[src/sv/bdq_pkg.sv]
`timescale 1ns / 1ps
// ----------------------------------------------------------------------------
// bdq_pkg: shared types and constants for the bounded deque
// Depth, widths, opcodes, status codes and the per-cell control word.
// ----------------------------------------------------------------------------
package bdq_pkg;

    localparam int DEPTH  = 16;
    localparam int DATA_W = 32;
    localparam int POS_W  = 5;
    localparam int OUT_CNT_W = 5;
    localparam int IDX_W  = (DEPTH > 1) ? $clog2(DEPTH) : 1;
    localparam int CNT_W  = $clog2(DEPTH + 1);
    // Common width for comparing count against position, at least the output count width
    localparam int CMP_W  = (CNT_W > POS_W) ? CNT_W : POS_W;

    localparam logic [2:0] OP_PUSH_FRONT = 3'd0;
    localparam logic [2:0] OP_PUSH_BACK  = 3'd1;
    localparam logic [2:0] OP_INSERT     = 3'd2;
    localparam logic [2:0] OP_POP_FRONT  = 3'd3;
    localparam logic [2:0] OP_POP_BACK   = 3'd4;

    localparam logic [1:0] ST_OK    = 2'd0;
    localparam logic [1:0] ST_EMPTY = 2'd1;
    localparam logic [1:0] ST_FULL  = 2'd2;
    localparam logic [1:0] ST_RANGE = 2'd3;

    // What every cell does this cycle
    typedef enum logic [1:0] {
        ACT_HOLD,
        ACT_OPEN,   // cell at 'at' loads value, cells above take from the left
        ACT_CLOSE   // every cell takes from the right
    } cell_act_t;

    typedef struct packed {
        cell_act_t                 act;
        logic [IDX_W-1:0]          at;
        logic signed [DATA_W-1:0]  value;
    } cell_ctrl_t;

endpackage

[src/sv/bdq_cell.sv]
`timescale 1ns / 1ps
// ----------------------------------------------------------------------------
// bdq_cell: one storage cell of the deque chain
// Holds one word; holds, loads the request word, or takes a neighbor's word.
// ----------------------------------------------------------------------------
module bdq_cell (
    input  logic                              aclk,
    input  logic [bdq_pkg::IDX_W-1:0]         cell_idx,
    input  bdq_pkg::cell_ctrl_t               ctrl,
    input  logic signed [bdq_pkg::DATA_W-1:0] left_data,
    input  logic signed [bdq_pkg::DATA_W-1:0] right_data,
    output logic signed [bdq_pkg::DATA_W-1:0] data
);

    logic signed [bdq_pkg::DATA_W-1:0] data_reg;
    logic signed [bdq_pkg::DATA_W-1:0] data_next;

    // Pick the next word from the broadcast action and this cell's index
    always_comb begin
        data_next = data_reg;
        unique case (ctrl.act)
            bdq_pkg::ACT_OPEN: begin
                if (cell_idx == ctrl.at) begin
                    data_next = ctrl.value;
                end else if (cell_idx > ctrl.at) begin
                    data_next = left_data;
                end
            end
            bdq_pkg::ACT_CLOSE: begin
                data_next = right_data;
            end
            default: begin
                data_next = data_reg;
            end
        endcase
    end

    always_ff @(posedge aclk) begin
        data_reg <= data_next;
    end

    assign data = data_reg;

endmodule

[src/sv/bounded_deque_with_insert.sv]
`timescale 1ns / 1ps
// ----------------------------------------------------------------------------
// bounded_deque_with_insert: bounded deque with positional insert
// A chain of word cells with a shared control word; one result per request.
// ----------------------------------------------------------------------------
//  channel | direction | handshake          | payload
//  s_      | in        | s_valid / s_ready  | s_opcode, s_value, s_position
//  m_      | out       | m_valid / m_ready  | m_popped_value, m_status, m_count
//
//  The cells shift or load at the accepting edge, and the result sits in
//  the output register from the next cycle.
//  One request per cycle is sustained while m_ready stays high; the output
//  register sets the rate, a new request is taken when it is empty or drains.
//  Reset (aresetn low, synchronous) empties the deque and the output register.
//  While a result stalls, s_ready is low and the cells hold.
// ----------------------------------------------------------------------------
module bounded_deque_with_insert (
    input  logic                                aclk,
    input  logic                                aresetn,
    input  logic                                s_valid,
    output logic                                s_ready,
    input  logic [2:0]                          s_opcode,
    input  logic signed [bdq_pkg::DATA_W-1:0]   s_value,
    input  logic [bdq_pkg::POS_W-1:0]           s_position,
    output logic                                m_valid,
    input  logic                                m_ready,
    output logic signed [bdq_pkg::DATA_W-1:0]   m_popped_value,
    output logic [1:0]                          m_status,
    output logic [bdq_pkg::OUT_CNT_W-1:0]       m_count
);

    localparam int D  = bdq_pkg::DEPTH;
    localparam int CW = bdq_pkg::CNT_W;
    localparam int MW = bdq_pkg::CMP_W;
    localparam int IW = bdq_pkg::IDX_W;

    logic [CW-1:0]                      count_reg;
    logic [CW-1:0]                      count_next;
    logic                               m_valid_reg;
    logic signed [bdq_pkg::DATA_W-1:0]  popped_reg;
    logic [1:0]                         status_reg;
    logic [bdq_pkg::OUT_CNT_W-1:0]      out_count_reg;

    logic signed [bdq_pkg::DATA_W-1:0]  cell_data [D];
    bdq_pkg::cell_ctrl_t                ctrl;
    logic                               accept;
    logic                               full;
    logic                               empty;
    logic [MW-1:0]                      count_ext;
    logic [MW-1:0]                      pos_ext;
    logic [MW-1:0]                      limit;
    logic [MW-1:0]                      ins_at;
    logic [MW-1:0]                      next_ext;
    logic [CW-1:0]                      last_idx;
    logic signed [bdq_pkg::DATA_W-1:0]  popped;
    logic [1:0]                         status;

    assign s_ready = !m_valid_reg || m_ready;
    assign accept  = s_valid && s_ready;

    assign full      = (count_reg == CW'(D));
    assign empty     = (count_reg == '0);
    assign count_ext = MW'(count_reg);
    assign pos_ext   = MW'(s_position);
    assign limit     = (count_ext > MW'(1)) ? count_ext : MW'(1);
    assign last_idx  = count_reg - CW'(1);

    // Work out the position an insert lands at
    always_comb begin
        if (empty) begin
            ins_at = '0;
        end else if (pos_ext > MW'(1)) begin
            ins_at = pos_ext;
        end else begin
            ins_at = MW'(1);
        end
    end

    // Decode the request into a cell action, popped word, status and new count
    always_comb begin
        ctrl.act   = bdq_pkg::ACT_HOLD;
        ctrl.at    = '0;
        ctrl.value = s_value;
        popped     = '0;
        status     = bdq_pkg::ST_OK;
        count_next = count_reg;
        unique case (s_opcode)
            bdq_pkg::OP_PUSH_FRONT, bdq_pkg::OP_PUSH_BACK, bdq_pkg::OP_INSERT: begin
                if (full) begin
                    status = bdq_pkg::ST_FULL;
                end else if (s_opcode == bdq_pkg::OP_INSERT && pos_ext > limit) begin
                    status = bdq_pkg::ST_RANGE;
                end else begin
                    ctrl.act   = bdq_pkg::ACT_OPEN;
                    count_next = count_reg + CW'(1);
                    if (s_opcode == bdq_pkg::OP_PUSH_BACK) begin
                        ctrl.at = IW'(count_reg);
                    end else if (s_opcode == bdq_pkg::OP_INSERT) begin
                        ctrl.at = IW'(ins_at);
                    end
                end
            end
            bdq_pkg::OP_POP_FRONT: begin
                if (empty) begin
                    status = bdq_pkg::ST_EMPTY;
                end else begin
                    ctrl.act   = bdq_pkg::ACT_CLOSE;
                    popped     = cell_data[0];
                    count_next = count_reg - CW'(1);
                end
            end
            bdq_pkg::OP_POP_BACK: begin
                if (empty) begin
                    status = bdq_pkg::ST_EMPTY;
                end else begin
                    popped     = cell_data[last_idx[IW-1:0]];
                    count_next = count_reg - CW'(1);
                end
            end
            default: begin
                status = bdq_pkg::ST_OK;
            end
        endcase
        // Hold the cells unless the item is taken
        if (!accept) begin
            ctrl.act = bdq_pkg::ACT_HOLD;
        end
    end

    assign next_ext = MW'(count_next);

    // Build the cell chain
    for (genvar i = 0; i < D; i++) begin : g_cell
        logic signed [bdq_pkg::DATA_W-1:0] left_w;
        logic signed [bdq_pkg::DATA_W-1:0] right_w;
        if (i == 0) begin : g_first
            assign left_w = '0;
        end else begin : g_mid_l
            assign left_w = cell_data[i-1];
        end
        if (i == D - 1) begin : g_last
            assign right_w = '0;
        end else begin : g_mid_r
            assign right_w = cell_data[i+1];
        end
        bdq_cell u_cell (
            .aclk       (aclk),
            .cell_idx   (IW'(i)),
            .ctrl       (ctrl),
            .left_data  (left_w),
            .right_data (right_w),
            .data       (cell_data[i])
        );
    end

    // Advance the count and the output register
    always_ff @(posedge aclk) begin
        if (!aresetn) begin
            count_reg   <= '0;
            m_valid_reg <= 1'b0;
        end else begin
            if (accept) begin
                count_reg   <= count_next;
                m_valid_reg <= 1'b1;
            end else if (m_ready) begin
                m_valid_reg <= 1'b0;
            end
        end
    end

    always_ff @(posedge aclk) begin
        if (accept) begin
            popped_reg    <= popped;
            status_reg    <= status;
            out_count_reg <= next_ext[bdq_pkg::OUT_CNT_W-1:0];
        end
    end

    assign m_valid        = m_valid_reg;
    assign m_popped_value = popped_reg;
    assign m_status       = status_reg;
    assign m_count        = out_count_reg;

endmodule

[config.mk]
export PLATFORM = sky130hd
export DESIGN_NAME = bounded_deque_with_insert
export DESIGN_NICKNAME = d
export VERILOG_FILES = /design/src/sv/bdq_pkg.sv /design/src/sv/bdq_cell.sv /design/src/sv/bounded_deque_with_insert.sv
export SDC_FILE = /design/constraint.sdc
export NUM_CORES = 2
export LEC_CHECK = 0
export BUFFER_PORTS_ARGS = -buffer_cell sky130_fd_sc_hd__buf_2
export CORE_MARGIN = 2
export CORE_UTILIZATION = 64
export DETAILED_ROUTE_END_ITERATION = 10
export PLACE_DENSITY_LB_ADDON = 0.1
export SETUP_SLACK_MARGIN = 0.02
export SLEW_MARGIN = 15
export SYNTH_ARGS = -nofsm -noshare
export SYNTH_HDL_FRONTEND = slang
export SYNTH_SLANG_ARGS = --single-unit
[constraint.sdc]
create_clock -name aclk -period 6.9 [get_ports aclk]
set_clock_uncertainty 0.05 [all_clocks]
set_input_delay 1.38 -clock aclk [delete_from_list [all_inputs] [get_ports aclk]]
set_output_delay 1.38 -clock aclk [all_outputs]
set_load 0.1 [all_outputs]
# == Yosys cells after proc, flatten, opt, wreduce, memory -nomap -nowiden ==
# Index checks and enable logic that the tools add are counted.
# totals
regBits,557
inputBits,44
out_inout_bits,41
word_cells,184
# classes
add_sub_neg,2
magnitude_cmp,20
n_eq_ne,38
n_mux,75
bitwise_logic,1
reduce_logical,27
# ops
operator,n
2-to-1 mux 32 bit,36
one-hot mux 32 bit (2 select lines),17
binary-select mux 32 bit (select 4 bit),1
!= test 3 x 1 -> 1 bit (second input constant),16
equality test 4 bit (first input constant),8
greater-than comparator 4 bit (first input constant),8
AND reduction 2 bit,16
2-to-1 mux 5 bit,6
2-to-1 mux 4 bit,5
equality test 3 x 4 -> 1 bit (first input constant),4
greater-than comparator 3 x 4 -> 1 bit (first input constant),4
greater-than comparator 5 x 1 -> 1 bit (second input constant),2
one-hot mux 5 bit (2 select lines),1
equality test 2 x 4 -> 1 bit (first input constant),2
greater-than comparator 1 x 4 -> 1 bit (first input constant),2
greater-than comparator 2 x 4 -> 1 bit (first input constant),2
2-to-1 mux 2 bit,4
one-hot mux 2 bit (2 select lines),2
equality test 3 x 2 -> 1 bit (second input constant),2
adder 5 x 1 -> 5 bit (second input constant),1
equality test 5 bit (second input constant),1
greater-or-equal comparator 5 bit (second input constant),1
greater-than comparator 5 bit,1
zero test 5 bit,1
16 further kinds,20

# == Longest topological paths before layout ==
# logic_depth
word_depth,12
mapped_depth,21
ltp_nobuf,15

# == By module ==
# Synthesis repeated with hierarchy kept, for this count alone.
# hier_totals
cells_unflattened,3075
area_unflattened_um2,34832.2
# modules_own_cells
mod,n_inst,cells_per_inst,area_per_inst_um2,seq_area_each_um2
bdq_cell,16,155,1769.2,960.9
bounded_deque_with_insert,1,595,6525.0,1291.2

# == Worst setup path after synthesis ==
# No wires, ideal clock.
# synth_timing
path_type,input-to-reg
start,input port m_ready
end,"register g_cell[6].u_cell.data_reg, in the netlist g_cell[6].u_cell.data[0] (enable)"
setup_time_ns,0.470
arrival_ns,6.571
t_required_ns,6.380
setup_slack_ns,-0.192
stages,8
path_buffers,0
path_cell_list,nand2b_1 -> nand2_1 -> inv_1 -> nand2_1 -> ha_1 -> nand2_1 -> nor2_1 -> a211oi_1
# synth_via
elab_chain_len,6
word_cells_on_any_way,8
classes_between,3 x eq/ne; 1 x mux; 4 x reduce/logical
# synth_lines
item,line,rtl
"start, declared",bounded_deque_with_insert.sv:26,"input logic m_ready,"
logical OR 1 bit (*),bounded_deque_with_insert.sv:58,assign s_ready = !m_valid_reg || m_ready;
logical AND 1 bit (*),bounded_deque_with_insert.sv:59,assign accept = s_valid && s_ready;
via accept,bounded_deque_with_insert.sv:46,logic accept;
2-to-1 mux 2 bit (*),bounded_deque_with_insert.sv:125,if (!accept) begin
equality test 2 x 1 -> 1 bit / equality test 2 bit (equally long branches),bdq_cell.sv:21,unique case (ctrl.act)
!= test 3 x 1 -> 1 bit (no source line) / nonzero test 2 bit (equally long branches),n/a,
AND reduction 2 bit (no source line) (*),n/a,
"end signal, assigned",bdq_cell.sv:39,data_reg <= data_next;
"end, declared",bdq_cell.sv:15,logic signed [bdq_pkg::DATA_W-1:0] data_reg;
# Mark *: on every way through the listed nets, which the timed path passes. The rest lies on a longest branch.
# A chain may end at the register's enable or synchronous reset.

# == Worst setup path after layout ==
# layout_timing
start,"register count_reg[1], in the netlist count_ext[1]"
end,"register g_cell[14].u_cell.data_reg, in the netlist g_cell[14].u_cell.data[18] (enable)"
# layout_via
elab_chain_len,11
word_cells_on_any_way,22
classes_between,3 x order compare; 5 x eq/ne; 10 x mux; 4 x reduce/logical
# layout_lines
item,line,rtl
"start, declared",bounded_deque_with_insert.sv:37,logic [CW-1:0] count_reg;
"start signal, assigned",bounded_deque_with_insert.sv:163,count_reg <= count_next;
branches (longest 10 deep; another with greater-than comparator 5 x 1 -> 1 bit),n/a,
AND reduction 2 bit (no source line) (*),n/a,
"end signal, assigned",bdq_cell.sv:39,
"end, declared",bdq_cell.sv:15,
# Every way passes the cells marked *.

==> impl_metrics.tcl <==
set metrics [dict create \
    max_stage_delay_ps 560 \
    crit_type "flop to flop" \
    total_power_mw 8.869 \
    io-pin-count 85 \
    row_count 82 \
    cts_setup_buffers 0 \
    ant_nets 0 \
    grt_pass1_vias 24370 \
    status "finished clean" \
    route.detailed.drc 0 \
    hp-class "flop to flop" \
    ff2ff_path_depth 15 \
    max_freq_mhz 196.0 \
    cts_made_buffers 59 \
    drt_iter0_drc 4069 \
    largest_reg_flops 512 \
    slew_headroom_pct 14.74 \
    ff2ff_setup_slack_ps 1800 \
    synth_edf_count 551 \
    seqCellArea_mm2 0.01667 \
    routed_via_density 7.896 \
    synth.most_common_cell "edfxtp_1" \
    grt_use_met1_pct 55.04 \
    start_util_pct 64.91 \
    grt_max_degree 119 \
    syn_nets 2598 \
    end_kind "flop" \
    p_leak_nw 11.65 \
    syn_area_mm2 0.03263 \
    multi_input_area_mm2 0.01492 \
    holdPathEnd "m_valid" \
    die_y_um 229.8 \
    synth_mux_area_share_pct 15.14 \
    grt_antenna_before_repair 11 \
    grt_pass1_wl_um 159400 \
    post_drt_wl_per_cell_um 33.71 \
    hold_path_depth 2 \
    synth_cell_types 70 \
    fin_crit_sh_pct 73.95 \
    cts-root-buf "clkbuf_16" \
    coreArea_mm2 0.05027 \
    critical_path_required_ps 7190 \
    cp.arrival_ps 5390 \
    path_max_fanout 21 \
    finalSetupViolCount 0 \
    dieWidth_um 229.8 \
    stdcell_count 3202 \
    tightestPinTransition_ps 1279 \
    slowest_stage "dfxtp_1" \
    dpl.hpwl_um 61380 \
    grt.overflow.total 0 \
    grt_usage_pct 40.72 \
    syn2layout_area_growth_pct 8.995 \
    htreeDepth 2 \
    gp_congestion 0.8675 \
    slew_viol_final 0 \
    maxCapViolations 0 \
    hold_viol_final 0 \
    cp-start-kind "flop" \
    hold_buffers 0 \
    cts_resized 0 \
    synthTopCellsByArea "edfxtp_1 (51%), mux4_2 (11%), a221o_1 (8.9%), nor3b_1 (6.6%), nand2_1 (3.0%)" \
    min_period_ps 5103 \
    synth_top_family_by_area "compound AO/OA/AOI/OAI gates" \
    met2_usage_pct 61.21 \
    yosys_warnings 0 \
    synthTopCellsByCount "edfxtp_1 (551), a221o_1 (289), nor3b_1 (289)" \
    yosys.area.top_type "edfxtp_1" \
    met3_usage_pct 11.72 \
    insertion_delay_ps 640 \
    synth_top_area_share_pct 50.70 \
    powerDensity_mw_per_mm2 249.4 \
    timing.critical_path.mode_cell "nand2_1" \
    synth_flop_cell "edfxtp_1" \
    clk_pin_slew_ps 70 \
    rsz0062_at_grt "false" \
    cp_top_family "simple AND/OR/NAND/NOR gates" \
    netlist_instances 2543 \
    clk_path_buf_depth 3 \
    cts_tree "yes" \
    top_usage_layer "met2" \
    dr_total_vias 25280 \
    dieArea_mm2 0.05281 \
    ys_ff_latch 557 \
    vdd_drop_max_uv 288.9 \
    cts_sinks 557 \
    synth_compound_area_share_pct 15.67 \
    reg2reg_from "count_ext[1]" \
    yosysSeqAreaShare_pct 51.07 \
    final.setup.tns_ps 0 \
    timing.rr.end "g_cell[14].u_cell.data[18]" \
    synth_xor_area_share_pct 0.1342 \
    first_pass_iters 6 \
    cp_cell_sequence "inv_1 > ha_1 > nand2_1 > nand2_1 > ha_1 > nor2b_1 > o21bai_1 > a31o_2 > nand2_1 > nor2_1 > ha_1 > nand2_1 > nor2_1 > a41oi_4 > buf_4" \
    nFillCells 3432 \
    yosys.area_share.simple_pct 13.47 \
    avgSynthCellArea_um2 12.83 \
    final_core_util_pct 70.75 \
    synthArstFlopShare_pct 0 \
    dp.cells 3085 \
    io_buffers 84 \
    nNetsFinal 2529 \
    wirelength_um 107900 \
    worst-path-buf-inv 2 \
    drive_above_1_share_pct 20.94 \
    hold_start "m_valid" \
    synthAdderAreaFrac_pct 0.4218 \
]
layout make-up:
cell class / count / area share (%)
antenna: 8 / 0.05628
clock buffer: 70 / 4.387
clock inverter: 39 / 1.055
timing repair buffer: 164 / 3.187
sequential: 557 / 46.87
tap: 672 / 2.364
multi-input combinational: 1678 / 41.94
inverter: 14 / 0.1477
cells by family after synthesis:
family,Yosys count
and+or+nand+nor,729
AOI/OAI and AO/OA,653
DFF,557
buffers and inverters,308
muxes,280
adders and majority gates,11
xor gates and xnor gates,5
report_power, final:
part	internal [mW]	switching (mW)	total [mW]
registers	3.98	0.147	4.12
logic	0.591	0.873	1.46
clock network	1.90	1.39	3.28
total	6.46	2.41	8.87
layer usage:
metal  wire [um]  vias up  share of wire (%)
met1       38120    12510                 35
li1            -    10220                  -
met4        5902        4                5.5
met2       48150     2137                 45
met5          33        -              0.031
met3       15740      413                 15
cells in the final DEF (no fill, tap or decap), types with 10 or more instances in the layout:
cell type  instances
nor2_1            14
clkinv_1          20
buf_2             84
o21ai_0           49
clkbuf_16         61
a21oi_1          133
buf_4             71
mux4_2           160
mux2_1            29
mux2_2            51
a32oi_1           32
o21ai_1           60
mux2i_1           33
inv_1             12
nor2b_1           86
a22o_1            33
nor4_4            10
nor3b_1          289
a31oi_1           23
nand2_1          265
a221o_1          289
edfxtp_1         551
through the flow:
stage / hold WS [ps] / worst slack [ps] / area, um^2
5_1_grt: 504.8 / 1541 / 35550
2_1_floorplan: 471.9 / 466.3 / 32640
3_5_place_dp: 465.4 / 1623 / 33610
6_report: 469.4 / 1797 / 35570
3_3_place_gp: 448.1 / 1673 / 33610
4_1_cts: 472.7 / 1928 / 35550
worst min-delay path, stage by stage, from the launching register on:
cell and delay (ps):
dfxtp_1 300, nand2b_1 100, a21oi_1 70
worst max-delay path by stage:
stage,start,endpoint,depth (start not counted)
after floorplan,m_ready,g_cell[0].u_cell.data[0],12
after global placement,s_opcode[1],g_cell[14].u_cell.data[17],12
after detailed placement,s_opcode[1],g_cell[14].u_cell.data[17],12
after CTS,count_ext[0],g_cell[14].u_cell.data[7],14
after global routing,count_ext[1],g_cell[9].u_cell.data[17],17
final,count_ext[1],g_cell[14].u_cell.data[18],15
Power figures use the tool's default switching activity.
